**config.mk**
```make
export PLATFORM = sky130hd
export DESIGN_NAME = midpoint_circle_span_rasterizer_core
export DESIGN_NICKNAME = d
export VERILOG_FILES = /design/src/design/mcsr_pkg.sv /design/src/design/mcsr_step.sv /design/src/design/mcsr_emit.sv /design/src/design/midpoint_circle_span_rasterizer_core.sv
export SDC_FILE = /design/constraint.sdc
export NUM_CORES = 1
export LEC_CHECK = 0
export BUFFER_PORTS_ARGS = -buffer_cell sky130_fd_sc_hd__buf_2
export CAP_MARGIN = 5
export CORE_MARGIN = 5
export CORE_UTILIZATION = 30
export DETAILED_ROUTE_END_ITERATION = 10
export PLACE_DENSITY = 0.49
export SYNTH_ARGS = -nofsm -noshare
export SYNTH_HDL_FRONTEND = slang
export SYNTH_SLANG_ARGS = --single-unit
```
**constraint.sdc**
```tcl
create_clock -name clk -period 5.2 [get_ports clk]
set_input_delay 1.04 -clock clk [delete_from_list [all_inputs] [get_ports clk]]
set_output_delay 1.04 -clock clk [all_outputs]
set_load 0.01 [all_outputs]
```
**src/design/mcsr_pkg.sv**
```systemverilog
`timescale 1ns / 1ps
`default_nettype none
// ----------------------------------------------------------------------------
// mcsr_pkg
// Shared types and constants of the midpoint circle span rasterizer.
// ----------------------------------------------------------------------------
package mcsr_pkg;

	// input actions
	localparam logic ACT_START = 1'b0;
	localparam logic ACT_STEP  = 1'b1;

	// configuration register indexes
	localparam logic CFG_WIDTH  = 1'b0;
	localparam logic CFG_HEIGHT = 1'b1;

	localparam logic [8:0] WIDTH_RST  = 9'd128;
	localparam logic [8:0] HEIGHT_RST = 9'd64;
	localparam logic [8:0] SCREEN_MAX = 9'd256;

	// span walker slots: 0..7 candidate spans, then the status result
	localparam logic [3:0] IDX_FIRST     = 4'd0;
	localparam logic [3:0] IDX_FILL_LAST = 4'd3;
	localparam logic [3:0] IDX_STATUS    = 4'd8;

	// one octant set plus its status, handed from the step unit to the walker
	typedef struct packed {
		logic [7:0]        cx;
		logic [7:0]        cy;
		logic signed [9:0] x;
		logic signed [9:0] y;
		logic              color;
		logic              filled;
		logic              has_set;
		logic              done;
	} mcsr_item_t;

endpackage : mcsr_pkg
`default_nettype wire

```
**src/design/mcsr_step.sv**
```systemverilog
`timescale 1ns / 1ps
`default_nettype none
// ----------------------------------------------------------------------------
// mcsr_step
// Circle state and one midpoint iteration per transfer; builds the item.
// ----------------------------------------------------------------------------
module mcsr_step (
	input  wire logic                clk,
	input  wire logic                arst_n,
	input  wire logic                take,
	input  wire logic                action,
	input  wire logic [7:0]          center_x,
	input  wire logic [7:0]          center_y,
	input  wire logic [7:0]          radius,
	input  wire logic                pixel_color,
	input  wire logic                fill_mode,
	output mcsr_pkg::mcsr_item_t     item
);

	logic [7:0]         centre_col_q;
	logic [7:0]         centre_row_q;
	logic signed [9:0]  step_x_q;
	logic signed [9:0]  step_y_q;
	logic signed [13:0] decision_q;
	logic               paint_color_q;
	logic               filled_q;
	logic               active_q;

	logic [7:0]         col_n;
	logic [7:0]         row_n;
	logic signed [9:0]  x_n;
	logic signed [9:0]  y_n;
	logic signed [13:0] d_n;
	logic               color_n;
	logic               filled_n;
	logic               active_n;
	logic               done_n;
	logic               has_set_n;
	logic signed [13:0] x_w;
	logic signed [13:0] y_w;
	logic signed [13:0] diff_w;

	always_comb begin
		col_n     = centre_col_q;
		row_n     = centre_row_q;
		x_n       = step_x_q;
		y_n       = step_y_q;
		d_n       = decision_q;
		color_n   = paint_color_q;
		filled_n  = filled_q;
		active_n  = active_q;
		done_n    = 1'b1;
		has_set_n = 1'b0;
		x_w       = {{4{step_x_q[9]}}, step_x_q};
		y_w       = {{4{step_y_q[9]}}, step_y_q};
		diff_w    = x_w - y_w + 14'sd1;
		if (action == mcsr_pkg::ACT_START) begin
			col_n     = center_x;
			row_n     = center_y;
			x_n       = '0;
			y_n       = {2'b00, radius};
			d_n       = 14'sd3 - $signed({5'b00000, radius, 1'b0});
			color_n   = pixel_color;
			filled_n  = fill_mode;
			active_n  = 1'b1;
			done_n    = 1'b0;
			has_set_n = 1'b1;
		end else if (active_q) begin
			// d > 0: y steps down, d += 4*(x - (y-1)) + 10
			if (decision_q > 14'sd0) begin
				y_n = step_y_q - 10'sd1;
				d_n = decision_q + (diff_w <<< 2) + 14'sd10;
			end else begin
				d_n = decision_q + (x_w <<< 2) + 14'sd6;
			end
			x_n       = step_x_q + 10'sd1;
			has_set_n = 1'b1;
			done_n    = (y_n < x_n);
			active_n  = !done_n;
		end
	end

	always_ff @(posedge clk or negedge arst_n) begin
		if (!arst_n) begin
			centre_col_q  <= '0;
			centre_row_q  <= '0;
			step_x_q      <= '0;
			step_y_q      <= '0;
			decision_q    <= '0;
			paint_color_q <= 1'b0;
			filled_q      <= 1'b0;
			active_q      <= 1'b0;
		end else if (take) begin
			centre_col_q  <= col_n;
			centre_row_q  <= row_n;
			step_x_q      <= x_n;
			step_y_q      <= y_n;
			decision_q    <= d_n;
			paint_color_q <= color_n;
			filled_q      <= filled_n;
			active_q      <= active_n;
		end
	end

	assign item.cx      = col_n;
	assign item.cy      = row_n;
	assign item.x       = x_n;
	assign item.y       = y_n;
	assign item.color   = color_n;
	assign item.filled  = filled_n;
	assign item.has_set = has_set_n;
	assign item.done    = done_n;

endmodule : mcsr_step
`default_nettype wire

```
**src/design/mcsr_emit.sv**
```systemverilog
`timescale 1ns / 1ps
`default_nettype none
// ----------------------------------------------------------------------------
// mcsr_emit
// Item register, span walker with clipping, and the result register.
// ----------------------------------------------------------------------------
module mcsr_emit (
	input  wire logic                clk,
	input  wire logic                arst_n,
	input  wire logic                load,
	input  wire mcsr_pkg::mcsr_item_t item,
	input  wire logic [8:0]          width_eff,
	input  wire logic [8:0]          height_eff,
	output logic                     item_free,
	output logic                     out_valid,
	input  wire logic                out_ready,
	output logic                     is_span,
	output logic [7:0]               span_row,
	output logic [7:0]               span_left,
	output logic [7:0]               span_right,
	output logic                     span_color,
	output logic                     done_res,
	output logic                     last
);

	mcsr_pkg::mcsr_item_t item_s1;
	logic                 item_valid_s1;
	logic [3:0]           idx_q;
	logic                 out_valid_q;

	logic                 out_free;
	logic                 advance;
	logic                 at_status;
	logic [3:0]           idx_next;
	logic signed [10:0]   cx_w, cy_w, x_w, y_w;
	logic signed [10:0]   cxpx, cxmx, cxpy, cxmy, cypx, cymx, cypy, cymy;
	logic signed [10:0]   row_c, lo_c, hi_c, lo_k, hi_k, wm1, h_w;
	logic                 keep;

	assign out_free  = !out_valid_q || out_ready;
	assign advance   = item_valid_s1 && out_free;
	assign at_status = (idx_q == mcsr_pkg::IDX_STATUS);
	assign item_free = !item_valid_s1 || (advance && at_status);

	always_comb begin
		if (item_s1.filled && (idx_q == mcsr_pkg::IDX_FILL_LAST)) begin
			idx_next = mcsr_pkg::IDX_STATUS;
		end else begin
			idx_next = idx_q + 4'd1;
		end
	end

	// signed corner coordinates
	assign cx_w = {3'b000, item_s1.cx};
	assign cy_w = {3'b000, item_s1.cy};
	assign x_w  = {item_s1.x[9], item_s1.x};
	assign y_w  = {item_s1.y[9], item_s1.y};
	assign cxpx = cx_w + x_w;
	assign cxmx = cx_w - x_w;
	assign cxpy = cx_w + y_w;
	assign cxmy = cx_w - y_w;
	assign cypx = cy_w + x_w;
	assign cymx = cy_w - x_w;
	assign cypy = cy_w + y_w;
	assign cymy = cy_w - y_w;

	always_comb begin
		row_c = cypy;
		lo_c  = cxpx;
		hi_c  = cxpx;
		if (item_s1.filled) begin
			case (idx_q[1:0])
				2'd0: begin row_c = cypy; lo_c = cxmx; hi_c = cxpx; end
				2'd1: begin row_c = cymy; lo_c = cxmx; hi_c = cxpx; end
				2'd2: begin row_c = cypx; lo_c = cxmy; hi_c = cxpy; end
				default: begin row_c = cymx; lo_c = cxmy; hi_c = cxpy; end
			endcase
		end else begin
			case (idx_q[2:0])
				3'd0: begin row_c = cypy; lo_c = cxpx; hi_c = cxpx; end
				3'd1: begin row_c = cypy; lo_c = cxmx; hi_c = cxmx; end
				3'd2: begin row_c = cymy; lo_c = cxpx; hi_c = cxpx; end
				3'd3: begin row_c = cymy; lo_c = cxmx; hi_c = cxmx; end
				3'd4: begin row_c = cypx; lo_c = cxpy; hi_c = cxpy; end
				3'd5: begin row_c = cypx; lo_c = cxmy; hi_c = cxmy; end
				3'd6: begin row_c = cymx; lo_c = cxpy; hi_c = cxpy; end
				default: begin row_c = cymx; lo_c = cxmy; hi_c = cxmy; end
			endcase
		end
	end

	// clip: drop empty or off-row spans, clamp columns to the screen
	assign wm1  = $signed({2'b00, width_eff}) - 11'sd1;
	assign h_w  = $signed({2'b00, height_eff});
	assign lo_k = lo_c[10] ? 11'sd0 : lo_c;
	assign hi_k = (hi_c > wm1) ? wm1 : hi_c;
	assign keep = !(lo_c > hi_c) && !row_c[10] && (row_c < h_w) && !(lo_k > hi_k);

	always_ff @(posedge clk or negedge arst_n) begin
		if (!arst_n) begin
			item_valid_s1 <= 1'b0;
			idx_q         <= mcsr_pkg::IDX_STATUS;
			out_valid_q   <= 1'b0;
		end else begin
			if (load) begin
				item_valid_s1 <= 1'b1;
				idx_q <= item.has_set ? mcsr_pkg::IDX_FIRST : mcsr_pkg::IDX_STATUS;
			end else if (advance) begin
				if (at_status) begin
					item_valid_s1 <= 1'b0;
				end else begin
					idx_q <= idx_next;
				end
			end
			if (advance) begin
				out_valid_q <= at_status || keep;
			end else if (out_ready) begin
				out_valid_q <= 1'b0;
			end
		end
	end

	always_ff @(posedge clk) begin
		if (load) begin
			item_s1 <= item;
		end
		if (advance) begin
			if (at_status) begin
				is_span    <= 1'b0;
				span_row   <= '0;
				span_left  <= '0;
				span_right <= '0;
				span_color <= 1'b0;
				done_res   <= item_s1.done;
				last       <= 1'b1;
			end else begin
				is_span    <= 1'b1;
				span_row   <= row_c[7:0];
				span_left  <= lo_k[7:0];
				span_right <= hi_k[7:0];
				span_color <= item_s1.color;
				done_res   <= 1'b0;
				last       <= 1'b0;
			end
		end
	end

	assign out_valid = out_valid_q;

`ifndef SYNTH
	a_idx_range: assert property (@(posedge clk) disable iff (!arst_n)
		item_valid_s1 |-> (idx_q <= mcsr_pkg::IDX_STATUS))
		else $error("span walker slot out of range");
	a_load_free: assert property (@(posedge clk) disable iff (!arst_n)
		load |-> item_free)
		else $error("item register overwritten while busy");
	a_load_held: assert property (@(posedge clk) disable iff (!arst_n)
		load |=> item_valid_s1)
		else $error("loaded item lost");
	a_span_order: assert property (@(posedge clk) disable iff (!arst_n)
		(out_valid_q && is_span) |-> (span_left <= span_right && !last))
		else $error("span result malformed");
	a_status_last: assert property (@(posedge clk) disable iff (!arst_n)
		(out_valid_q && !is_span) |-> last)
		else $error("status result without last");
`endif

endmodule : mcsr_emit
`default_nettype wire

```
**src/design/midpoint_circle_span_rasterizer_core.sv**
```systemverilog
`timescale 1ns / 1ps
`default_nettype none
// ----------------------------------------------------------------------------
// midpoint_circle_span_rasterizer_core
// Midpoint circle generator emitting clipped outline points or fill spans.
// ----------------------------------------------------------------------------
// Path: the first slot of an item is loaded into the item register, then
//   into the result register once that register is free.
// Throughput: the span walker visits one candidate slot per cycle while the
//   result register is free; an item takes 9 slots in outline mode, 5 in fill
//   mode, 1 for a step with no circle in progress (dropped spans still use their slot).
// Reset (arst_n low, async): circle idle, walker and result register empty,
//   screen 128 x 64.
module midpoint_circle_span_rasterizer_core (
	input  wire logic       clk,
	input  wire logic       arst_n,
	// configuration writes
	input  wire logic       cfg_we,
	input  wire logic       cfg_index,
	input  wire logic [8:0] cfg_data,
	// input channel
	input  wire logic       in_valid,
	output logic            in_ready,
	input  wire logic       action,
	input  wire logic [7:0] center_x,
	input  wire logic [7:0] center_y,
	input  wire logic [7:0] radius,
	input  wire logic       pixel_color,
	input  wire logic       fill_mode,
	// result channel
	output logic            out_valid,
	input  wire logic       out_ready,
	output logic            is_span,
	output logic [7:0]      span_row,
	output logic [7:0]      span_left,
	output logic [7:0]      span_right,
	output logic            span_color,
	output logic            done_res,
	output logic            last
);

	logic [8:0]           screen_width_q;
	logic [8:0]           screen_height_q;
	logic [8:0]           width_eff;
	logic [8:0]           height_eff;
	logic                 take;
	logic                 item_free;
	mcsr_pkg::mcsr_item_t item;

	// screen size registers
	always_ff @(posedge clk or negedge arst_n) begin
		if (!arst_n) begin
			screen_width_q  <= mcsr_pkg::WIDTH_RST;
			screen_height_q <= mcsr_pkg::HEIGHT_RST;
		end else if (cfg_we) begin
			case (cfg_index)
				mcsr_pkg::CFG_WIDTH:  screen_width_q  <= cfg_data;
				mcsr_pkg::CFG_HEIGHT: screen_height_q <= cfg_data;
				default: ;
			endcase
		end
	end

	// anything past 256 behaves as 256
	assign width_eff  = (screen_width_q > mcsr_pkg::SCREEN_MAX) ?
		mcsr_pkg::SCREEN_MAX : screen_width_q;
	assign height_eff = (screen_height_q > mcsr_pkg::SCREEN_MAX) ?
		mcsr_pkg::SCREEN_MAX : screen_height_q;

	// a new transfer is taken as soon as the walker frees its item register,
	// which may be in the same cycle its status result moves to the output
	assign in_ready = item_free;
	assign take     = in_valid && in_ready;

	// circle state and midpoint iteration, updated on each input transfer
	mcsr_step u_step (
		.clk         (clk),
		.arst_n      (arst_n),
		.take        (take),
		.action      (action),
		.center_x    (center_x),
		.center_y    (center_y),
		.radius      (radius),
		.pixel_color (pixel_color),
		.fill_mode   (fill_mode),
		.item        (item)
	);

	// octant set walker, clipper and result register
	mcsr_emit u_emit (
		.clk        (clk),
		.arst_n     (arst_n),
		.load       (take),
		.item       (item),
		.width_eff  (width_eff),
		.height_eff (height_eff),
		.item_free  (item_free),
		.out_valid  (out_valid),
		.out_ready  (out_ready),
		.is_span    (is_span),
		.span_row   (span_row),
		.span_left  (span_left),
		.span_right (span_right),
		.span_color (span_color),
		.done_res   (done_res),
		.last       (last)
	);

endmodule : midpoint_circle_span_rasterizer_core
`default_nettype wire

```
Word-level counts from Yosys, hierarchy flattened. Index checks and enable logic that the tools add are counted.

Register bits: 144. Latch bits: 0. Word-level logic and storage cells: 143. Memory bits (read-only): 0. RAM bits: 0. Memories kept: 0. Output and inout bits: 30.

Equality and inequality tests: 12. Muxes and demuxes: 43. Bitwise operators: 1. Add/subtract/negate cells: 19. Reductions and logical operators: 33. Multipliers: 0. Div/mod/pow operators: 0. Order comparisons: 8. Shifts and indexed selects: 0.

Operators with widths (count): $pmux 11 s3 (3); $mux 10 (8); $mux 11 (6); $add 9x10->11 (4); $sub 9x10->11 (4); $mux 14 (3); $gt 11x11->1 (3); $mux 4 (5); $gt 9x9->1 const B (2); $mux 9 (2); $mux 8 (2); $add 14x12->14 (1); $add 14x14->14 (1); $add 14x4->14 const B (1); $add 14x5->14 const B (1); $gt 14x1->1 const B (1); $mux 1 (14); $reduce_or 2->1 (7); $add 12x2->12 const B (1); $lt 11x10->1 (1); $sub 10x10->11 (1); $add 10x2->10 const B (1); $lt 10x10->1 (1); $reduce_and 2->1 (5); 20 further kinds (38).

Depth between registers and ports, before layout. Gate-level depths: netlist of the first run.

Word-level depth: 11. Mapped depth: 32. Gate-level depth less buffers: 28.

Cells and area by module. From an unflattened synthesis of the first run, not the netlist that was laid out.

Cells, all modules: 1676. Area, all modules: 14885.5 um^2.

By module, submodules not included: mcsr_emit (area each 8441.8 um^2, cells an instance 977, instances 1); mcsr_step (area each 5642.9 um^2, cells an instance 641, instances 1); midpoint_circle_span_rasterizer_core (area each 800.8 um^2, cells an instance 58, instances 1).

Worst setup path after synthesis of the first run. OpenSTA, ideal clock, no wires.

Kind: register -> register. From: register u_emit.idx_q[1]. To: register u_emit.out_valid_q (netlist: u_emit.out_valid). Path slack: -0.462 ns. Required time: 5.135 ns. Arrival time: 5.597 ns. Setup time: 0.065 ns. Stages on the path, launching flop included: 32. Cell sequence: dfrtp_1 > clkbuf_1 > clkinv_1 > ha_1 > clkbuf_1 > or2_2 > clkbuf_1 > nor2_2 > a221oi_1 > a31o_2 > inv_1 > ha_1 > nor2b_1 > o21a_1 > o21a_1 > o21ai_1 > a221oi_2 > o22ai_1 > or2_0 > buf_2 > buf_2 > a21oi_1 > ha_1 > nor2b_1 > o21a_1 > o21ai_0 > a21oi_1 > o21ai_0 > a21oi_1 > o31ai_1 > o2111a_1 > a31o_1.

Longest elaborated chain between the ends: 11.

RTL lines: start, declared (RTL line mcsr_emit.sv:28) `logic [3:0] idx_q;`; start signal, assigned (RTL line mcsr_emit.sv:102) `idx_q <= mcsr_pkg::IDX_STATUS;`; start signal, assigned (RTL line mcsr_emit.sv:107) `idx_q <= item.has_set ? mcsr_pkg::IDX_FIRST : mcsr_pkg::IDX_STATUS;`; start signal, assigned (RTL line mcsr_emit.sv:112) `idx_q <= idx_next;`; $eq 3x3->1 (tied with other cells) (RTL line mcsr_emit.sv:79) `case (idx_q[2:0])`; $reduce_or 2->1 (no line); $pmux 11 s3 or $mux 11 (tied branches) (RTL line mcsr_emit.sv:79, mcsr_emit.sv:72); $mux 11 (RTL line mcsr_emit.sv:71) `if (item_s1.filled) begin`; $gt 11x11->1, on equally long branches (RTL line mcsr_emit.sv:96, mcsr_emit.sv:97); $mux 11 or $logic_not 1->1 (tied branches) (RTL line mcsr_emit.sv:96, mcsr_emit.sv:97); $gt 11x11->1 or $logic_and 1x1->1 (tied branches) (RTL line mcsr_emit.sv:97) `assign keep = !(lo_c > hi_c) && !row_c[10] && (row_c < h_w) && !(lo_k > hi_k);`; $logic_not 1->1 or $logic_and 1x1->1 (tied branches) (RTL line mcsr_emit.sv:97); $logic_and 1x1->1 (RTL line mcsr_emit.sv:97); $logic_or 1x1->1 (*) (RTL line mcsr_emit.sv:116) `out_valid_q <= at_status || keep;`; $mux 1 (*) (RTL line mcsr_emit.sv:115) `if (advance) begin`; end signal, assigned (RTL line mcsr_emit.sv:116); end, declared (RTL line mcsr_emit.sv:29) `logic out_valid_q;`.

Mark *: on every way between the ends. The rest lies on a longest branch, timed or not. A chain may end at the register's enable or synchronous reset.

Final worst setup path of the first run.
From: register u_emit.item_s1, in the netlist u_emit.cx_w[1]. To: register u_emit.out_valid_q (netlist: u_emit.out_valid).

Longest elaborated chain between the ends: 10.

RTL lines: start, declared (RTL line mcsr_emit.sv:26) `mcsr_pkg::mcsr_item_t item_s1;`; start signal, assigned (RTL line mcsr_emit.sv:125) `item_s1 <= item;`; $sub 9x10->11 (tied with other cells) (RTL line mcsr_emit.sv:61) `assign cxmy = cx_w - y_w;`; $pmux 11 s3 or $mux 11 (tied branches) (RTL line mcsr_emit.sv:79, mcsr_emit.sv:72); $mux 11 (RTL line mcsr_emit.sv:71); $gt 11x11->1, on equally long branches (RTL line mcsr_emit.sv:96, mcsr_emit.sv:97); $mux 11 or $logic_not 1->1 (tied branches) (RTL line mcsr_emit.sv:96, mcsr_emit.sv:97); $gt 11x11->1 or $logic_and 1x1->1 (tied branches) (RTL line mcsr_emit.sv:97); $logic_not 1->1 or $logic_and 1x1->1 (tied branches) (RTL line mcsr_emit.sv:97); $logic_and 1x1->1 (*) (RTL line mcsr_emit.sv:97); $logic_or 1x1->1 (*) (RTL line mcsr_emit.sv:116); $mux 1 (*) (RTL line mcsr_emit.sv:115).

Marks and branches as above.

==> results of run 1 <==
## metal layers
metal  vias to the layer above  global-route usage  part of all wire
met1                      5945              0.2160              0.45
met5                         -                   0                 0
met4                         0             0.04916             0.024
met2                       223              0.3101              0.50
met3                        58             0.02671             0.031
li1                       6218                   -                 -
## repair_timing
| action | 4_1_cts | 5_1_grt |
|---|---|---|
| setup endpoints to repair | 1 | 1 |
| setup buffers | 6 | 7 |
| resized for setup | 16 | 46 |
| endpoints found under the hold margin | 0 | 0 |
| hold buffers | 0 | 0 |
| pin swaps | 7 | 18 |
## synth_stat cells, types with 9 or more instances
library cell	count
dfrtp_1	74
o22ai_1	19
inv_1	119
mux2i_1	20
a21o_1	28
o21ai_0	77
o21bai_1	11
buf_2	15
o21ai_1	11
nor3_1	48
edfxtp_1	67
nand2b_1	30
a31o_2	10
xor2_1	34
mux2_2	67
a21oi_1	120
nand2_1	105
a211oi_1	24
nor2_1	123
and2_1	13
ha_1	178
o211ai_1	9
nor4_1	9
nand4_1	15
nor2b_1	23
and3_1	11
xnor2_1	93
or3_1	13
a31oi_1	12
nand3_1	27
clkbuf_1	45
o21a_1	21
fa_1	11
## flip-flops by register name, summed over array words and instances, names as in the netlist, 4 cells and up
signal / count
screen_width_q: 9
u_step.decision_q: 14
u_step.centre_col_q: 8
u_step.step_y_q: 10
screen_height_q: 9
u_emit.span_left: 8
u_emit.idx_q: 4
u_emit.cx_w: 8
u_emit.span_row: 8
u_step.step_x_q: 10
u_step.centre_row_q: 8
u_emit.cy_w: 8
u_emit.span_right: 8
u_emit.item_s1: 23
## cells in the final DEF, fill, tap and decap left out, types with 67 or more instances in the layout
cell / synthesis / routed
nand2_1: 105 / 105
ha_1: 178 / 171
inv_1: 119 / 117
o21ai_0: 77 / 68
edfxtp_1: 67 / 67
nor2_1: 123 / 123
buf_4: 1 / 158
dfrtp_1: 74 / 74
mux2_2: 67 / 67
buf_2: 15 / 70
a21oi_1: 120 / 109
xnor2_1: 93 / 93
## final timing paths
path / endpoint / slack (ps) / cells after the start
worst min register to register: u_step.decision_q[0] / 480 / 1
min in group asynchronous: u_emit.out_valid / 630 / 1
worst max-delay path: u_emit.out_valid / -220 / 27
worst min-delay path: u_step.decision_q[0] / 480 / 1
worst max register to register: u_emit.out_valid / -220 / 27
max in group asynchronous: u_step.centre_col_q[6] / 3620 / 2
## logic make-up (layout without fill, tap and decap cells)
kind of cell | Yosys count | after routing | share of synthesized area
simple gates | 446 | 446 | 0.1517
compound gates | 428 | 428 | 0.1976
buf+inv | 192 | 391 | 0.05241
fa+ha+maj | 189 | 189 | 0.1709
flops | 144 | 144 | 0.2752
xor+xnor | 127 | 127 | 0.07766
mux | 92 | 92 | 0.07451
other cells | 0 | 1 | 0
## stage by stage
step                hold slack [ps]  setup TNS (ps)    util  area (um^2)
floorplan                     435.7               0       -        14360
global placement              459.7          -344.3  0.3444        16340
detailed placement            453.4          -406.0  0.3444        16340
CTS                           476.1          -189.4  0.3587        17020
global route                  499.4          -495.2  0.3641        17270
finish                        475.9          -224.2  0.3641        17280
## final cells by class
cell class,instances,area share
Multi-Input combinational cell,1282,0.5728
Antenna cell,1,0.0001449
Timing Repair Buffer,233,0.09321
Clock buffer,21,0.02912
Sequential cell,144,0.2282
Tap cell,615,0.04454
Inverter,126,0.02752
Clock inverter,11,0.004418
## critical path, delay by kind of cell, from the launching register on
kind / cells / cell delay, ps
compound gates: 20 / 3270
fa+ha+maj: 3 / 910
buf+inv: 2 / 320
flops: 1 / 530
simple gates: 2 / 350
==> results.yml, run 1 <==
setup_path:
  critPathMaxFanout: 7
  end_kind: "register"
  crit_path_max_incr_delay_ps: 530
  startpoint: "u_emit.cx_w[1]"
  worstPathArrival_ps: 5820
  slowest_stage: "edfxtp_1"
  crit_required_ps: 5590
  path_class: "reg -> reg"
  critPathLaunchType: "register"
  r2r_start: "u_emit.cx_w[1]"
  path_common_cell: "a21oi_2"
synthesis:
  synth_top_cell_area_share: 0.1555
  syn_area_um2: 14320
  synth_area_leaders: "ha_1, edfxtp_1, dfrtp_1"
  synth_area_leader_cell: "ha_1"
  async_reset_ff_frac: 0.5347
  synth_cells: 1618
  synth-edff-count: 67
  synthDistinctLibCells: 84
  ys_seq_area_frac: 0.2752
  syn-num-nets: 1849
  ys.flop_type: "dfrtp_1"
  ys_ff_latch: 144
  avgSynthCellArea_um2: 8.853
  synth_warnings: 0
status:
  outcome: "complete, but fails checks"
  violations: "negative setup slack"
timing:
  hold_viol_final: 0
  tightest_slew_ps: 885.9
  period_share: 1.043
  setup_viol: 1
  fin_crit_ps: 5424
  clock_skew_ps: 12.52
  fmax_mhz: 184.4
  rsz0062_at_grt: "yes"
  drv_slew: 0
  max_slew_margin: 0.4094
  finalWorstSetupSlack_ps: -224.2
worst_hold_path:
  hold_class: "reg -> reg"
  hold_start: "u_step.decision_q[0]"
cells_and_area:
  layout-drive-gt1-share: 0.2334
  num-fill-cells: 4954
  seq_area_um2: 3943
  final_nets: 2035
  area_growth_pct: 20.61
  multi_input_area_um2: 9896
  finalNonFillerCells: 2433
floorplan:
  die_w_um: 228.5
  initial_core_util: 0.3019
  die_h_um: 228.5
  fp-row-count: 80
  core_area_um2: 47450
  die-area_um2: 52220
  io_pins: 72
routing:
  viasPerCell: 5.115
  wirelength_um: 45290
  ant_nets: 0
  drtPass1Iterations: 5
  route.detailed.drc: 0
  routed_wire_length_per_instance_um: 18.61
  vias: 12440
  first_iter_violations: 642
clock_tree:
  worstSkewPairLatency_ps: 450
  cts_root_buf: "clkbuf_16"
  cts_max_level: 4
  clkTransAtPathRegs_ps: 70
  cts_sinks: 144
  cts_made_buffers: 17
  cts_tree: "done"
  clock_path_buffers: 2
global_routing:
  antenna_found_initial: 1
  grt_max_degree: 51
  grt_use_total: 0.1731
  grt_pass1_wl_um: 72310
  grt_overflow: 0
  grt_pass1_vias: 12910
placement:
  io_buffer_count: 71
  dp_cells: 2387
  pre_cts_ws_ps: -406.0
  dp_hpwl_um: 36530
  gp_congestion: 0.8893
run:
  max-cap-violations: 0
Power of run 1 is left out: the tool's default activity adds up to more than one toggle a clock period on the data nets, which glitch-free logic cannot reach.
==> run 2, diff against run 1 <==
==> constraint.sdc (replaced) <==
create_clock -name clk -period 5.2 [get_ports clk]
set_input_delay 0.26 -clock clk [delete_from_list [all_inputs] [get_ports clk]]
set_output_delay 0.26 -clock clk [all_outputs]
set_load 0.01 [all_outputs]
==> results.yml, run 2 (synthesis results as in run 1) <==
setup_path:
  path_class: "reg -> reg"
  worstPathArrival_ps: 5770
  end_kind: "register"
  crit_required_ps: 5600
  critPathLaunchType: "register"
  critPathMaxFanout: 5
floorplan:
  core_area_um2: 47450
  die_w_um: 228.5
  io_pins: 72
  fp-row-count: 80
  initial_core_util: 0.3019
  die_h_um: 228.5
  die-area_um2: 52220
global_routing:
  grt_pass1_vias: 12770
  grt_use_total: 0.1722
  grt_max_degree: 69
  grt_pass1_wl_um: 71230
  antenna_found_initial: 0
  grt_overflow: 0
routing:
  wirelength_um: 45030
  vias: 12510
  first_iter_violations: 656
  viasPerCell: 5.136
  route.detailed.drc: 0
  routed_wire_length_per_instance_um: 18.49
  drtPass1Iterations: 5
  ant_nets: 0
cells_and_area:
  diodes: 0
  area_growth_pct: 20.40
  largest_reg_flops: 23
  largestRegisters: "u_emit.item_s1: 23 flops, u_step.decision_q: 14 flops"
  finalNonFillerCells: 2435
  layout-drive-gt1-share: 0.2269
  mostFrequentLayoutCells: "ha_1, buf_4, nor2_1"
  final_common_cell: "ha_1"
  regMostFlops: "u_emit.item_s1"
  num-fill-cells: 4928
  final_nets: 2038
status:
  outcome: "complete, but fails checks"
  violations: "negative setup slack"
timing:
  finalWorstSetupSlack_ps: -174.9
  setup_viol: 1
  fin_crit_ps: 5375
  max_slew_margin: 0.4146
  fin_tns_setup_ps: -174.9
  clock_skew_ps: 16.22
  hold_viol_final: 0
  tightest_slew_ps: 878.1
  hold_slack_ps: 56.05
  period_share: 1.034
  fmax_mhz: 186.1
  rsz0062_at_grt: "yes"
  drv_slew: 0
clock_tree:
  worstSkewPairLatency_ps: 460
  cts_made_buffers: 17
  cts_max_level: 4
  cts_sinks: 144
  clkTransAtPathRegs_ps: 70
  cts_root_buf: "clkbuf_16"
  clock_path_buffers: 2
  cts_tree: "done"
placement:
  dp_hpwl_um: 36480
  pre_cts_ws_ps: -354.7
  gp_congestion: 0.8816
  io_buffer_count: 71
  dp_cells: 2394
worst_hold_path:
  hold_class: "in -> reg"
run:
  max-cap-violations: 0
-- run 2: cell types whose count changed in the layout (fill, tap and decap cells not counted), sizes merged --
cell,change
buf,+1
bufinv,+1
clkbuf,-1
clkinv,-1
clkinvlp,-3
diode,-1
dlygate4sd3,+2
inv,+4
-- run 2: worst paths after layout --
kind,startpoint,endpoint,slack (ps),cells after the start
worst max-delay path,u_emit.cx_w[0],u_emit.out_valid,-170,27
worst min-delay path,cfg_data[4],screen_height_q[4],60,2
worst max register to register,u_emit.cx_w[0],u_emit.out_valid,-170,27
worst min register to register,u_step.decision_q[0],u_step.decision_q[0],470,1
max in group asynchronous,arst_n,u_step.centre_col_q[6],3810,3
min in group asynchronous,arst_n,screen_height_q[0],250,2
-- run 2: critical path, stage by stage (launching register included) --
cell,delay [ps]
edfxtp_1,470
inv_2,120
ha_4,140
inv_2,30
fa_2,330
a21o_1,220
a21oi_4,160
o21bai_1,90
a211oi_1,190
a21oi_1,90
a221o_1,390
a31oi_4,200
a21oi_4,70
ha_4,300
o21ai_2,60
a221oi_2,270
o22ai_2,100
or2_1,240
buf_6,130
buf_4,130
mux2_2,250
a31o_2,210
ha_1,290
nand4_1,90
o32a_1,330
o31ai_1,70
o2111a_1,210
a31o_1,130
-- run 2: through the flow --
step,instance area [um^2],utilization
CTS,17030,0.3590
floorplan,14360,-
global route,17250,0.3635
finish,17250,0.3635
detailed placement,16370,0.3450
global placement,16370,0.3450
-- run 2: area by class of cell --
type | count | area [um^2] | area share
Clock buffer | 20 | 478.0 | 0.02772
Clock inverter | 12 | 120.1 | 0.006965
Sequential cell | 144 | 3943 | 0.2286
Inverter | 126 | 475.5 | 0.02757
Timing Repair Buffer | 236 | 1613 | 0.09352
Multi-Input combinational cell | 1282 | 9847 | 0.5710
Tap cell | 615 | 769.5 | 0.04462
-- run 2: timing repair --
action / 4_1_cts / 5_1_grt
endpoints found under the hold margin: 24 / 0
resized for setup: 13 / 36
pin swaps: 15 / 28
buffers inserted: 1 / 6
hold buffers: 2 / 0
setup endpoints to repair: 1 / 1
-- run 2: per-layer routing --
metal	share of wire	vias to the layer above	track usage
li1	-	6234	-
met1	0.44	5978	0.2130
met2	0.49	218	0.3020
met3	0.032	76	0.02758
met4	0.037	0	0.06466
met5	0	-	0
Power of run 2 is left out for the same reason.
==> run 3, diff against run 2 <==
Settings changed: MAX_ROUTING_LAYER from default to met4, SKIP_LAST_GASP from default to 1.
==> results.yml, run 3 (synthesis results as in run 1) <==
clock_tree:
  cts_tree: "done"
  cts_made_buffers: 17
  clkTransAtPathRegs_ps: 70
  cts_sinks: 144
  cts_max_level: 4
  clock_path_buffers: 2
  cts_root_buf: "clkbuf_16"
  worstSkewPairLatency_ps: 460
setup_path:
  slowest_stage: "edfxtp_1"
  critPathLaunchType: "register"
  startpoint: "u_emit.cx_w[0]"
  crit_family: "compound AO/OA/AOI/OAI gates"
  crit_required_ps: 5600
  end_kind: "register"
  r2r_start: "u_emit.cx_w[0]"
  worstPathArrival_ps: 5820
  cp_num_buf_inv: 4
  crit_path_max_incr_delay_ps: 460
  path_class: "reg -> reg"
  critPathMaxFanout: 6
  path_common_cell: "o21ai_1"
cells_and_area:
  seq_area_um2: 3943
  multi_input_area_um2: 9911
  num-fill-cells: 4956
  layout-drive-gt1-share: 0.2351
  regMostFlops: "u_emit.item_s1"
  mostFrequentLayoutCells: "ha_1, buf_4, nor2_1"
  final_nets: 2043
  area_growth_pct: 21.08
  largestRegisters: "u_emit.item_s1: 23 flops, u_step.decision_q: 14 flops"
  largest_reg_flops: 23
  final_common_cell: "ha_1"
  fin_area_um2: 17340
routing:
  ant_nets: 0
  route.detailed.drc: 0
  routed_wire_length_per_instance_um: 18.69
  wirelength_um: 45610
  first_iter_violations: 586
  drtPass1Iterations: 5
  vias: 12530
  viasPerCell: 5.135
placement:
  pre_cts_ws_ps: -346.4
  place_area_um2: 16390
  io_buffer_count: 71
  dp_hpwl_um: 36720
  gp_congestion: 0.9118
floorplan:
  die_w_um: 228.5
  core_area_um2: 47450
  io_pins: 72
  fp-row-count: 80
  initial_core_util: 0.3019
  die_h_um: 228.5
  die-area_um2: 52220
timing:
  hold_slack_ps: 58.85
  hold_viol_final: 0
  max_slew_margin: 0.4064
  drv_slew: 0
  fin_crit_ps: 5417
  setup_viol: 1
  finalWorstSetupSlack_ps: -217.4
  fmax_mhz: 184.6
  clock_skew_ps: 14.36
  tightest_slew_ps: 890.4
  period_share: 1.042
  rsz0062_at_grt: "yes"
worst_hold_path:
  hold_start: "cfg_data[4]"
  hold_class: "in -> reg"
global_routing:
  grt_pass1_wl_um: 72070
  antenna_found_initial: 1
  grt_use_total: 0.1786
  grt_max_degree: 83
  grt_overflow: 0
  grt_pass1_vias: 13070
status:
  outcome: "complete, but fails checks"
  violations: "negative setup slack"
run:
  max-cap-violations: 0
run 3: routing by layer:
layer / share of wire / vias up / track usage
met5: 0 / - / -
met4: 0.025 / 0 / 0.05181
met3: 0.030 / 62 / 0.02584
met2: 0.51 / 212 / 0.3178
met1: 0.44 / 6024 / 0.2101
li1: - / 6236 / -
run 3: final timing paths:
| kind | end | cells after the start | slack, ps |
|---|---|---|---|
| setup reg to reg | u_emit.out_valid | 30 | -220 |
| max in group asynchronous | u_step.centre_row_q[1] | 3 | 3810 |
| hold reg to reg | u_step.decision_q[0] | 1 | 480 |
| min in group asynchronous | u_emit.out_valid | 2 | 250 |
| setup / recovery | u_emit.out_valid | 30 | -220 |
| hold / removal | screen_height_q[4] | 2 | 60 |
run 3: metrics by stage:
step,utilization,std cells,setup TNS [ps]
3_3_place_gp,0.3455,2394,-339.5
4_1_cts,0.3613,2435,-184.2
2_1_floorplan,-,1618,0
3_5_place_dp,0.3455,2394,-346.4
5_1_grt,0.3655,2441,-552.7
6_report,0.3655,2441,-217.4
run 3: final cells by class:
class                           count  area share
Inverter                          126     0.02742
Tap cell                          615     0.04437
Sequential cell                   144      0.2273
Antenna cell                        1   0.0001443
Multi-Input combinational cell   1282      0.5715
Timing Repair Buffer              241     0.09639
Clock inverter                     11    0.004545
Clock buffer                       21     0.02835
run 3: repair_timing:
action | in CTS | in global routing
buffers inserted | 7 | 5
endpoints found under the hold margin | 25 | 0
hold buffers | 2 | 0
pin swaps | 18 | 34
setup endpoints to repair | 1 | 1
gates resized for setup | 24 | 36
Power of run 3 is left out for the same reason.
